===== src/hw/rtl/psh_pkg.sv =====
// ----------------------------------------------------------------------------
// psh_pkg: shared constants for the symbol hash block
// Field widths, default table size and the fixed 8-bit permutation table.
// ----------------------------------------------------------------------------
`default_nettype none

package psh_pkg;

	localparam int CHAR_W         = 8;
	localparam int IDX_W          = 10;
	localparam int HASH_W         = 16;
	localparam int PERM_DEPTH     = 256;
	localparam int TABLE_SIZE_DEF = 1024;

	// Pearson permutation of the byte values
	localparam logic [CHAR_W-1:0] PERM_TBL [PERM_DEPTH] = '{
		8'd1,   8'd87,  8'd49,  8'd12,  8'd176, 8'd178, 8'd102, 8'd166,
		8'd121, 8'd193, 8'd6,   8'd84,  8'd249, 8'd230, 8'd44,  8'd163,
		8'd14,  8'd197, 8'd213, 8'd181, 8'd161, 8'd85,  8'd218, 8'd80,
		8'd64,  8'd239, 8'd24,  8'd226, 8'd236, 8'd142, 8'd38,  8'd200,
		8'd110, 8'd177, 8'd104, 8'd103, 8'd141, 8'd253, 8'd255, 8'd50,
		8'd77,  8'd101, 8'd81,  8'd18,  8'd45,  8'd96,  8'd31,  8'd222,
		8'd25,  8'd107, 8'd190, 8'd70,  8'd86,  8'd237, 8'd240, 8'd34,
		8'd72,  8'd242, 8'd20,  8'd214, 8'd244, 8'd227, 8'd149, 8'd235,
		8'd97,  8'd234, 8'd57,  8'd22,  8'd60,  8'd250, 8'd82,  8'd175,
		8'd208, 8'd5,   8'd127, 8'd199, 8'd111, 8'd62,  8'd135, 8'd248,
		8'd174, 8'd169, 8'd211, 8'd58,  8'd66,  8'd154, 8'd106, 8'd195,
		8'd245, 8'd171, 8'd17,  8'd187, 8'd182, 8'd179, 8'd0,   8'd243,
		8'd132, 8'd56,  8'd148, 8'd75,  8'd128, 8'd133, 8'd158, 8'd100,
		8'd130, 8'd126, 8'd91,  8'd13,  8'd153, 8'd246, 8'd216, 8'd219,
		8'd119, 8'd68,  8'd223, 8'd78,  8'd83,  8'd88,  8'd201, 8'd99,
		8'd122, 8'd11,  8'd92,  8'd32,  8'd136, 8'd114, 8'd52,  8'd10,
		8'd138, 8'd30,  8'd48,  8'd183, 8'd156, 8'd35,  8'd61,  8'd26,
		8'd143, 8'd74,  8'd251, 8'd94,  8'd129, 8'd162, 8'd63,  8'd152,
		8'd170, 8'd7,   8'd115, 8'd167, 8'd241, 8'd206, 8'd3,   8'd150,
		8'd55,  8'd59,  8'd151, 8'd220, 8'd90,  8'd53,  8'd23,  8'd131,
		8'd125, 8'd173, 8'd15,  8'd238, 8'd79,  8'd95,  8'd89,  8'd16,
		8'd105, 8'd137, 8'd225, 8'd224, 8'd217, 8'd160, 8'd37,  8'd123,
		8'd118, 8'd73,  8'd2,   8'd157, 8'd46,  8'd116, 8'd9,   8'd145,
		8'd134, 8'd228, 8'd207, 8'd212, 8'd202, 8'd215, 8'd69,  8'd229,
		8'd27,  8'd188, 8'd67,  8'd124, 8'd168, 8'd252, 8'd42,  8'd4,
		8'd29,  8'd108, 8'd21,  8'd247, 8'd19,  8'd205, 8'd39,  8'd203,
		8'd233, 8'd40,  8'd186, 8'd147, 8'd198, 8'd192, 8'd155, 8'd33,
		8'd164, 8'd191, 8'd98,  8'd204, 8'd165, 8'd180, 8'd117, 8'd76,
		8'd140, 8'd36,  8'd210, 8'd172, 8'd41,  8'd54,  8'd159, 8'd8,
		8'd185, 8'd232, 8'd113, 8'd196, 8'd231, 8'd47,  8'd146, 8'd120,
		8'd51,  8'd65,  8'd28,  8'd144, 8'd254, 8'd221, 8'd93,  8'd189,
		8'd194, 8'd139, 8'd112, 8'd43,  8'd71,  8'd109, 8'd184, 8'd209
	};

endpackage

`default_nettype wire


===== src/hw/rtl/psh_ram.sv =====
// ----------------------------------------------------------------------------
// psh_ram: generic single-write, single-read RAM
// One write port, one read port with registered read data.
// ----------------------------------------------------------------------------
`default_nettype none

module psh_ram #(
	parameter int WIDTH = 8,
	parameter int DEPTH = 256
) (
	input  wire logic                     clk,
	input  wire logic                     we,
	input  wire logic [$clog2(DEPTH)-1:0] waddr,
	input  wire logic [WIDTH-1:0]         wdata,
	input  wire logic                     re,
	input  wire logic [$clog2(DEPTH)-1:0] raddr,
	output logic      [WIDTH-1:0]         rdata
);

	logic [WIDTH-1:0] mem [DEPTH];

	always_ff @(posedge clk) begin
		if (we) begin
			mem[waddr] <= wdata;
		end
		if (re) begin
			rdata <= mem[raddr];
		end
	end

endmodule

`default_nettype wire


===== src/hw/rtl/pearson_symbol_hash.sv =====
// ----------------------------------------------------------------------------
// pearson_symbol_hash: streaming Pearson hash of an identifier, 16 bits for tables over 256
// Two permutation chains over RAM copies of the table, then the joined hash
// is reduced modulo the table size in a short elastic pipeline.
// ----------------------------------------------------------------------------
//
//  channel | signals                      | direction | carries
//  --------+------------------------------+-----------+--------------------------
//  in      | in_valid in_ready            | to block  | char_byte, is_last
//  out     | out_valid out_ready          | from block| bucket_index (last byte)
//
// One byte item is taken every cycle while in_ready is high. The registered
// read data of each permutation RAM is XORed with the next byte and goes
// straight back to the read address.
// After its last byte is taken, a result passes through the registered steps
// lookup and join, reciprocal multiply, quotient times size, and subtract and
// correct, and then waits in the output register until out_ready takes it.
// After reset a fill pass loads all 256 entries into both permutation RAMs;
// no item is taken during it.
// Bytes keep flowing while results wait; input stalls only during the fill
// pass or when a finished hash has no free pipeline slot ahead of it.
// ----------------------------------------------------------------------------
`default_nettype none

module pearson_symbol_hash #(
	parameter int TABLE_SIZE = psh_pkg::TABLE_SIZE_DEF
) (
	input  wire logic                       clk,
	input  wire logic                       arst_n,
	input  wire logic                       in_valid,
	output logic                            in_ready,
	input  wire logic [psh_pkg::CHAR_W-1:0] char_byte,
	input  wire logic                       is_last,
	output logic                            out_valid,
	input  wire logic                       out_ready,
	output logic      [psh_pkg::IDX_W-1:0]  bucket_index
);

	import psh_pkg::*;

	localparam int AW       = $clog2(PERM_DEPTH);
	localparam int SZ_W     = HASH_W + 1;
	localparam bit WIDE_HASH = (TABLE_SIZE > PERM_DEPTH);
	// floor(2^32 / size): quotient estimate is exact or one short
	localparam logic [31:0] RECIP = 32'((64'd1 << 32) / 64'(TABLE_SIZE));
	localparam logic [SZ_W-1:0] TSIZE = SZ_W'(TABLE_SIZE);

	// ---------------------------------------------------------------- fill pass
	logic [AW:0] fill_q;
	logic        filling;

	assign filling = !fill_q[AW];

	always_ff @(posedge clk or negedge arst_n) begin
		if (!arst_n) begin
			fill_q <= '0;
		end else if (filling) begin
			fill_q <= fill_q + 1'b1;
		end
	end

	// ------------------------------------------------------------ chain state
	// Raw registers keep the final values of the last item so the hash stage
	// can read them; fresh_q masks them to the reset state for the next one.
	logic [CHAR_W-1:0] main_q, second_q;
	logic              main_pend_q, second_pend_q;
	logic              seen_q, stop_q, fresh_q;
	logic [CHAR_W-1:0] main_rd, second_rd;
	logic [CHAR_W-1:0] main_fin, second_fin;
	logic [CHAR_W-1:0] main_cur, second_cur;
	logic              seen_cur, stop_cur;
	logic              accept, zero_byte, do_lookup;
	logic              main_re, second_re;
	logic [AW-1:0]     main_addr, second_addr;

	assign main_fin   = main_pend_q ? main_rd : main_q;
	assign second_fin = second_pend_q ? second_rd : second_q;
	assign main_cur   = fresh_q ? '0 : main_fin;
	assign second_cur = fresh_q ? '0 : second_fin;
	assign seen_cur   = !fresh_q && seen_q;
	assign stop_cur   = !fresh_q && stop_q;

	assign accept    = in_valid && in_ready;
	assign zero_byte = (char_byte == '0);
	assign do_lookup = !stop_cur && !zero_byte;

	assign main_re     = accept && do_lookup;
	assign second_re   = accept && do_lookup && seen_cur;
	assign main_addr   = main_cur ^ char_byte;
	assign second_addr = second_cur ^ char_byte;

	psh_ram #(
		.WIDTH (CHAR_W),
		.DEPTH (PERM_DEPTH)
	) u_main_ram (
		.clk   (clk),
		.we    (filling),
		.waddr (fill_q[AW-1:0]),
		.wdata (PERM_TBL[fill_q[AW-1:0]]),
		.re    (main_re),
		.raddr (main_addr),
		.rdata (main_rd)
	);

	psh_ram #(
		.WIDTH (CHAR_W),
		.DEPTH (PERM_DEPTH)
	) u_second_ram (
		.clk   (clk),
		.we    (filling),
		.waddr (fill_q[AW-1:0]),
		.wdata (PERM_TBL[fill_q[AW-1:0]]),
		.re    (second_re),
		.raddr (second_addr),
		.rdata (second_rd)
	);

	always_ff @(posedge clk or negedge arst_n) begin
		if (!arst_n) begin
			main_pend_q   <= 1'b0;
			second_pend_q <= 1'b0;
			seen_q        <= 1'b0;
			stop_q        <= 1'b0;
			fresh_q       <= 1'b1;
		end else if (accept) begin
			main_pend_q   <= do_lookup;
			second_pend_q <= do_lookup && seen_cur;
			seen_q        <= seen_cur || do_lookup;
			stop_q        <= stop_cur || zero_byte;
			// next identifier starts from reset after its last byte
			fresh_q       <= is_last;
		end else begin
			main_pend_q   <= 1'b0;
			second_pend_q <= 1'b0;
		end
	end

	always_ff @(posedge clk) begin
		if (accept) begin
			main_q <= main_cur;
			if (do_lookup && !seen_cur) begin
				// second chain seeds from the first byte plus one
				second_q <= char_byte + 1'b1;
			end else begin
				second_q <= second_cur;
			end
		end else begin
			// capture the lookup result so the RAM output may move on
			main_q   <= main_fin;
			second_q <= second_fin;
		end
	end

	// ------------------------------------------------------- modulo pipeline
	logic              res_v_s1, v_s2, v_s3, v_s4, out_valid_q;
	logic              out_free, s4_free, s3_free, s2_free;
	logic [HASH_W-1:0] hash_c;
	logic [HASH_W-1:0] hash_s2, hash_s3, hash_s4;
	logic [HASH_W-1:0] quot_s3;
	logic [SZ_W-1:0]   qt_s4;
	logic [SZ_W-1:0]   diff, rem;
	logic [IDX_W-1:0]  bucket_q;

	assign out_free = !out_valid_q || out_ready;
	assign s4_free  = !v_s4 || out_free;
	assign s3_free  = !v_s3 || s4_free;
	assign s2_free  = !v_s2 || s3_free;

	// hold input while a finished hash cannot move on
	assign in_ready = !filling && (!res_v_s1 || s2_free);

	assign hash_c = (WIDE_HASH && seen_q) ? {main_fin, second_fin}
	                                      : HASH_W'(main_fin);

	assign diff = SZ_W'(hash_s4) - qt_s4;
	assign rem  = (diff >= TSIZE) ? (diff - TSIZE) : diff;

	always_ff @(posedge clk or negedge arst_n) begin
		if (!arst_n) begin
			res_v_s1    <= 1'b0;
			v_s2        <= 1'b0;
			v_s3        <= 1'b0;
			v_s4        <= 1'b0;
			out_valid_q <= 1'b0;
		end else begin
			res_v_s1 <= (accept && is_last) || (res_v_s1 && !s2_free);
			if (s2_free) begin
				v_s2 <= res_v_s1;
			end
			if (s3_free) begin
				v_s3 <= v_s2;
			end
			if (s4_free) begin
				v_s4 <= v_s3;
			end
			if (out_free) begin
				out_valid_q <= v_s4;
			end
		end
	end

	always_ff @(posedge clk) begin
		if (s2_free && res_v_s1) begin
			hash_s2 <= hash_c;
		end
		if (s3_free && v_s2) begin
			hash_s3 <= hash_s2;
			quot_s3 <= HASH_W'((48'(hash_s2) * 48'(RECIP)) >> 32);
		end
		if (s4_free && v_s3) begin
			hash_s4 <= hash_s3;
			qt_s4   <= SZ_W'(33'(quot_s3) * 33'(TSIZE));
		end
		if (out_free && v_s4) begin
			bucket_q <= rem[IDX_W-1:0];
		end
	end

	assign out_valid    = out_valid_q;
	assign bucket_index = bucket_q;

endmodule

`default_nettype wire


===== config.mk =====
export PLATFORM = sky130hd
export DESIGN_NAME = pearson_symbol_hash
export DESIGN_NICKNAME = d
export VERILOG_FILES = /design/src/hw/rtl/psh_pkg.sv /design/src/hw/rtl/psh_ram.sv /design/src/hw/rtl/pearson_symbol_hash.sv
export SDC_FILE = /design/constraint.sdc
export NUM_CORES = 2
export LEC_CHECK = 0
export BUFFER_PORTS_ARGS = -buffer_cell sky130_fd_sc_hd__buf_2
export CAP_MARGIN = 10
export CORE_MARGIN = 5
export CORE_UTILIZATION = 40
export CTS_CLUSTER_SIZE = 16
export DETAILED_ROUTE_END_ITERATION = 16
export PLACE_DENSITY_LB_ADDON = 0.12
export SLEW_MARGIN = 20
export SYNTH_ARGS = -nofsm -noshare
export SYNTH_HDL_FRONTEND = slang
export SYNTH_SLANG_ARGS = --single-unit

===== constraint.sdc =====
create_clock -name clk -period 14.7 [get_ports clk]
set_input_delay 0.735 -clock clk [delete_from_list [all_inputs] [get_ports clk]]
set_output_delay 0.735 -clock clk [all_outputs]
set_load 0.01 [all_outputs]

# ---- Word level (Yosys, flattened, before mapping)
# Memories as Yosys holds them, arrays and structs flattened. A register that Yosys moved wholly into a read port is not among the register bits.
# Index checks and enable logic that the tools add are counted.
dict set report totals {
  in_bits 13
  word_cells 82
  latch_bits 0
  n_memories 3
  ramBits 4096
  ff_bits 105
  output_inout_bits 12
  romBits 2048
}
# name depth word_bits rd rd_ports_with_merged_regs wr line
set mem_list {}
lappend mem_list {{(no name shown)} 256 8 1 0 0 pearson_symbol_hash.sv:112} ;# .wdata (PERM_TBL[fill_q[AW-1:0]]),
lappend mem_list {u_main_ram.mem 256 8 1 1 1 psh_ram.sv:20} ;# logic [WIDTH-1:0] mem [DEPTH];
lappend mem_list {u_second_ram.mem 256 8 1 1 1 psh_ram.sv:20}
dict set report classes {
  muxes 15
  div_mod_pow 0
  bitwise 3
  n_shift 0
  mul 0
  magnitude_cmp 2
  eq_ne 0
  add_sub_neg 4
  n_reduce_logical 34
}
# op n
set ops {}
lappend ops {{two-way mux 8 bit} 10}
lappend ops {{>= comparator 17 x 11 -> 1 bit (second input constant)} 1}
lappend ops {{subtractor 16 x 16 -> 17 bit} 1}
lappend ops {{bitwise XOR 8 bit} 2}
lappend ops {{logical AND 1 bit} 15}
lappend ops {{logical NOT 1 bit} 10}
lappend ops {{two-way mux 10 bit} 1}
lappend ops {{subtractor 10 x 1 -> 10 bit (second input constant)} 1}
lappend ops {{adder 9 x 1 -> 9 bit (second input constant)} 1}
lappend ops {{>= comparator 9 bit (second input constant)} 1}
lappend ops {{two-way mux 9 bit} 1}
lappend ops {{inverter 8 -> 9 bit} 1}
lappend ops {{adder 8 x 1 -> 8 bit (second input constant)} 1}
lappend ops {{logical NOT 8 bit} 1}
lappend ops {{logical OR 1 bit} 8}
lappend ops {{two-way mux 1 bit} 3}

# ---- Logic depth before layout (Yosys ltp)
dict set report logic_depth {
  depth_word 10
  mapped_depth 17
  mapped_depth_nobuf 11
}

# ---- Hierarchy
# A second synthesis with hierarchy kept.
dict set report hier_totals {
  cells_unflattened 8258
  area_unflattened_um2 165643.9
}
# module seq_area_each_um2 cells_each n_inst area_per_inst_um2
set modules_own_cells {}
lappend modules_own_cells {psh_ram 61739.2 3733 2 79636.4}
lappend modules_own_cells {pearson_symbol_hash 1998.2 792 1 6371.1}

# ---- Least setup slack after synthesis
# OpenSTA, ideal clock, no wires.
dict set report synth_path {
  kind {reg-to-reg}
  startpoint {register fill_q[0]}
  endpoint {memory u_main_ram.mem[119][2] (data pin)}
  path_buffers 2
  path_stages_with_launch 10
  setup_time_ns 2.187
  setup_slack_ns 0.408
  arrival_ns 12.105
  period_less_slack_ns 14.292
  cell_sequence {dfrtp_1 -> clkbuf_1 -> inv_1 -> ha_1 -> nor2_1 -> clkbuf_1 -> or3_1 -> o31ai_1 -> mux4_2 -> o21ai_0}
}
dict set report synth_between {
  elab_chain_cells 4
}
# item line
set synth_lines {}
lappend synth_lines {{from (decl)} pearson_symbol_hash.sv:49} ;# logic [AW:0] fill_q;
lappend synth_lines {{from (signal assigned)} pearson_symbol_hash.sv:58} ;# fill_q <= fill_q + 1'b1;
lappend synth_lines {{inverter 8 -> 9 bit (implied by the code)} pearson_symbol_hash.sv:99} ;# .wdata (PERM_TBL[fill_q[AW-1:0]]),
lappend synth_lines {{memory read (256 x 8 bit)} -}
lappend synth_lines {{two-way mux 8 bit (2 in series)} -}
lappend synth_lines {{via u_main_ram.wdata[2]} psh_ram.sv:14} ;# input wire logic [WIDTH-1:0] wdata,
lappend synth_lines {{to (decl)} psh_ram.sv:20}
# The timed path passes the listed nets, and every way through them passes these cells. The select of a mux whose other input is x is not followed.

# ---- Final worst setup path
dict set report layout_path {
  startpoint {register main_pend_q}
  endpoint {register u_main_ram.rdata[3], read port of u_main_ram.mem (data pin)}
}
dict set report layout_between {
  elab_chain_cells 3
}
# item line
set layout_lines {}
lappend layout_lines {{from (decl)} pearson_symbol_hash.sv:66} ;# logic main_pend_q, second_pend_q;
lappend layout_lines {{from (signal assigned)} pearson_symbol_hash.sv:126} ;# main_pend_q <= do_lookup;
lappend layout_lines {{two-way mux 8 bit} pearson_symbol_hash.sv:76} ;# assign main_fin = main_pend_q ? main_rd : main_q;
lappend layout_lines {{two-way mux 8 bit} pearson_symbol_hash.sv:78} ;# assign main_cur = fresh_q ? '0 : main_fin;
lappend layout_lines {{bitwise XOR 8 bit} pearson_symbol_hash.sv:89} ;# assign main_addr = main_cur ^ char_byte;
lappend layout_lines {{to (decl)} psh_ram.sv:17} ;# output logic [WIDTH-1:0] rdata
# Every way passes these cells.
# A chain may end at the register's enable or synchronous reset.

==> reports/results.tsv <==
metric	value	unit
Starting DRT DRC Count	13701	
Final Instance Area	116000	sq um
die area	269000	sq um
DP Area	108000	sq um
library cells used by synthesis	97	
PostCTS Resize Cnt	0	
Slew @ Worst Pin	1420	ps
DRC errors left	0	
# hold bufs at CTS	1	
CTS tree	yes	
CTS Buf Count	233	
Comb power frac	7.0	%
CTS root buf	clkbuf_16	
Crit path top cell by count	or4_1	
Critical R2R Launch	main_pend_q	
WL per Instance	44.9	um
reg2reg path depth	10	
htree depth	4	
Rel. slew slack	5.39	%
clock skew	80.5	ps
IO buf count	24	
Worst Setup Start Kind	flip-flop	
total power	13.5	mW
Critical Path RT	15350	ps
Slowest-stage cell, CP	dfrtp_1	
Rows	186	
final setup vio count	0	
post-synthesis sequential area ratio	61.8	%
Synth async-reset ratio	0.888	%
CP Class	reg -> reg	
WHS Path Cells	4	
Critical Path AT	7490	ps
switching power share of the total	24.4	%
Syn Area/Cell	14.3	sq um
synthesis-stage register bit count	2139	
CP max stage delay	830	ps
Die Y-Extent	519	um
via count	77031	
Starting Density	40.2	%
Ys Warns	0	
antenna-violating nets left	0	
Final min period	6840	ps
DP HPWL	322000	um
Worst-Skew Late Latency	920	ps
hold path endpoint	v_s4	
vias in the first global route	71775	
Core ar.	257000	sq um
Syn-to-layout area delta	12.1	%
clk slew on worst S/H paths	70	ps
Crit. End Element	flip-flop	
Min-Delay Path Class	in -> reg	
first drt pass iteration count	9	
fin crit share	46.5	%
Routed WL	486000	um
first-pass GRT wire length	647000	um
status	completed	
Syn Inst Count	7234	
Max VDD drop	0.133	mV
r2r setup slk	7860	ps
ys flop type	edfxtp_1	
HP Start	out_ready	
number of vias per cell	7.11	
maxcap violations	0	
Fmax	146	MHz
GRT Total Usage	35.1	%
Power Density	117	nW/um^2
gr ovfl total	0	
initial antenna violation count	70	
syn nets	7266	
Clock Power Share	44.3	%
layout cells sized above 1	20.1	%
clock buffer depth	3	
RePlAce Congestion	1.04	
power share of the sequential group	48.8	%
io pins	25	
unrepaired setup endpoints after global routing	false	
Num Clock Sinks	2139	
nets	7237	
Post-Synthesis Cell Area	103000	sq um
Reg-to-Reg End	u_main_ram.rdata[3]	
internal power	10.2	mW
worst path cell trace	mux2i_2 -> or3_4 -> nand2_4 -> buf_12 -> buf_4 -> mux4_2 -> a22oi_1 -> a41oi_1 -> or4_1 -> or4_1	
largest net degree at the start of global routing	184	
Post-CTS Setup Bufs	0	
Static Leak	36.1	nW
Die X	519	um
setup TNS	0	ps
max-slew violation count	0	
Post-synth EDFFs	2104	
sw power	3.31	mW
crit path max fanout	104	
Final Hold Viols	0	
power groups by stage:
stage	registers [mW]	clock network [mW]	logic, mW
3_3_place_gp	6.72	0	0.892
3_5_place_dp	6.72	0	0.895
5_1_grt	6.59	6.27	0.931
4_1_cts	6.59	6.02	0.897
2_1_floorplan	6.72	0	0.461
6_report	6.59	5.99	0.941
how the worst max path moves through the flow:
stage                startpoint  depth (start not counted)                endpoint  slack, ps
global placement        fresh_q                         12     u_main_ram.rdata[7]       7790
finish              main_pend_q                         10     u_main_ram.rdata[3]       7860
floorplan             fill_q[0]                          9  u_main_ram.mem[119][2]        410
detailed placement      fresh_q                         12   u_second_ram.rdata[2]       8030
global route            fresh_q                         12   u_second_ram.rdata[2]       7740
CTS                     fresh_q                         12   u_second_ram.rdata[2]       8000
critical path: cells and delay by family (launching register included):
kind | cells | cell delay (ps)
AOI/OAI and AO/OA | 2 | 1030
muxes | 2 | 710
buffers and inverters | 2 | 1180
and+or+nand+nor | 4 | 2490
DFF | 1 | 830
flip-flops by register name (all words and copies together), names as in the netlist:
| register | flops |
|---|---|
| bucket_index | 10 |
| fill_q | 9 |
| fresh_q | 1 |
| hash_s2 | 10 |
| hash_s3 | 10 |
| hash_s4 | 10 |
| main_pend_q | 1 |
| main_q | 8 |
| out_valid | 1 |
| res_v_s1 | 1 |
| second_pend_q | 1 |
| second_q | 8 |
| seen_q | 1 |
| stop_q | 1 |
| u_main_ram.mem | 40 |
| u_main_ram.rdata | 8 |
| u_second_ram.mem | 2008 |
| u_second_ram.rdata | 8 |
| v_s2 | 1 |
| v_s3 | 1 |
| v_s4 | 1 |
cells by family after synthesis:
logic type,share of synthesized area [%]
compound gates,8.05
simple gates,9.95
mux,17.1
buf+inv,2.70
flops,61.8
xor+xnor,0.135
fa+ha+maj,0.230
cell type report:
| type | count | area, sq um |
|---|---|---|
| flip-flops and latches | 2139 | 64000 |
| repair buffers | 304 | 2470 |
| diodes | 47 | 118 |
| well taps | 3384 | 4230 |
| multi-input cells | 4511 | 37400 |
| inverters | 16 | 60.1 |
| clock buffers | 291 | 6120 |
| fillers | 22594 | 141000 |
| clock inverters | 148 | 1570 |
metal layers:
metal	wire (um)	GRT usage (%)	up-vias	share of wire, %
li1	-	-	29121	-
met1	178000	46.4	39864	37
met2	202000	49.5	6632	42
met3	68200	12.4	1384	14
met4	37300	21.6	30	7.7
met5	203	0	-	0.042
through the flow:
stage               hold slack, ps  setup WS (ps)  util [%]  instances
finish                         138           7860      45.1      10840
detailed placement             405           8030      42.0      10351
CTS                           88.4           8000      45.0      10791
global route                   151           7740      45.0      10806
floorplan                      400            408         -       7234
global placement               403           7790      42.0      10347
Yosys cell counts (10+ instances only):
cell type  number  area (sq um)
edfxtp_1     2104         63200
nand2_1      1140          4280
mux4_2        669         15100
nor2_1        441          1660
nand3_1       362          1810
clkbuf_1      256           961
mux2i_1       244          2440
a21oi_1       179           896
buf_2         178           891
a31oi_1       145           907
o21ai_0       139           696
a211oi_1      129           968
and3_1        116           726
o22ai_1       109           682
nor3_1        103           515
a32oi_1        99           867
a22oi_1        94           706
buf_4          77           578
nand4_1        59           369
buf_1          45           169
a311oi_1       42           368
o211ai_1       38           285
nor4_1         35           219
a221oi_1       33           289
o2111ai_1      30           263
ha_1           19           238
dfrtp_1        18           450
or3_1          17           106
dfxtp_1        16           320
inv_1          15          56.3
nor2b_1        15          93.8
a22o_1         14           123
o31ai_1        14           105
buf_6          12           135
mux2_2         12           135
nand2b_1       12          75.1
and2_1         11          68.8
o221ai_1       11          96.3
o32ai_1        11          96.3
a41oi_1        10          87.6
cells in the final DEF (no fill, tap or decap), types with 16 or more instances in the layout:
master | Yosys | layout
dfrtp_1 | 18 | 16
buf_12 | 0 | 19
o21ai_0 | 139 | 131
or3_1 | 17 | 17
buf_2 | 178 | 25
o211ai_1 | 38 | 38
a21oi_1 | 179 | 178
nor4_1 | 35 | 26
o22ai_1 | 109 | 107
bufinv_16 | 0 | 24
and3_1 | 116 | 116
clkbuf_1 | 256 | 51
dfxtp_1 | 16 | 16
nand2_2 | 1 | 23
clkinv_2 | 0 | 44
nand2_1 | 1140 | 1109
o2111ai_1 | 30 | 29
a221oi_1 | 33 | 32
nand4_1 | 59 | 59
edfxtp_1 | 2104 | 2104
nor2_1 | 441 | 387
a31oi_1 | 145 | 143
nor2_2 | 1 | 44
nor3_1 | 103 | 101
diode_2 | 0 | 47
a211oi_1 | 129 | 122
buf_4 | 77 | 256
mux2i_1 | 244 | 244
clkinv_1 | 1 | 56
a32oi_1 | 99 | 99
a311oi_1 | 42 | 39
ha_1 | 19 | 19
clkbuf_16 | 0 | 233
mux4_2 | 669 | 669
nand3_1 | 362 | 357
a22oi_1 | 94 | 94
No activity file was read; power rests on OpenSTA's default activity.
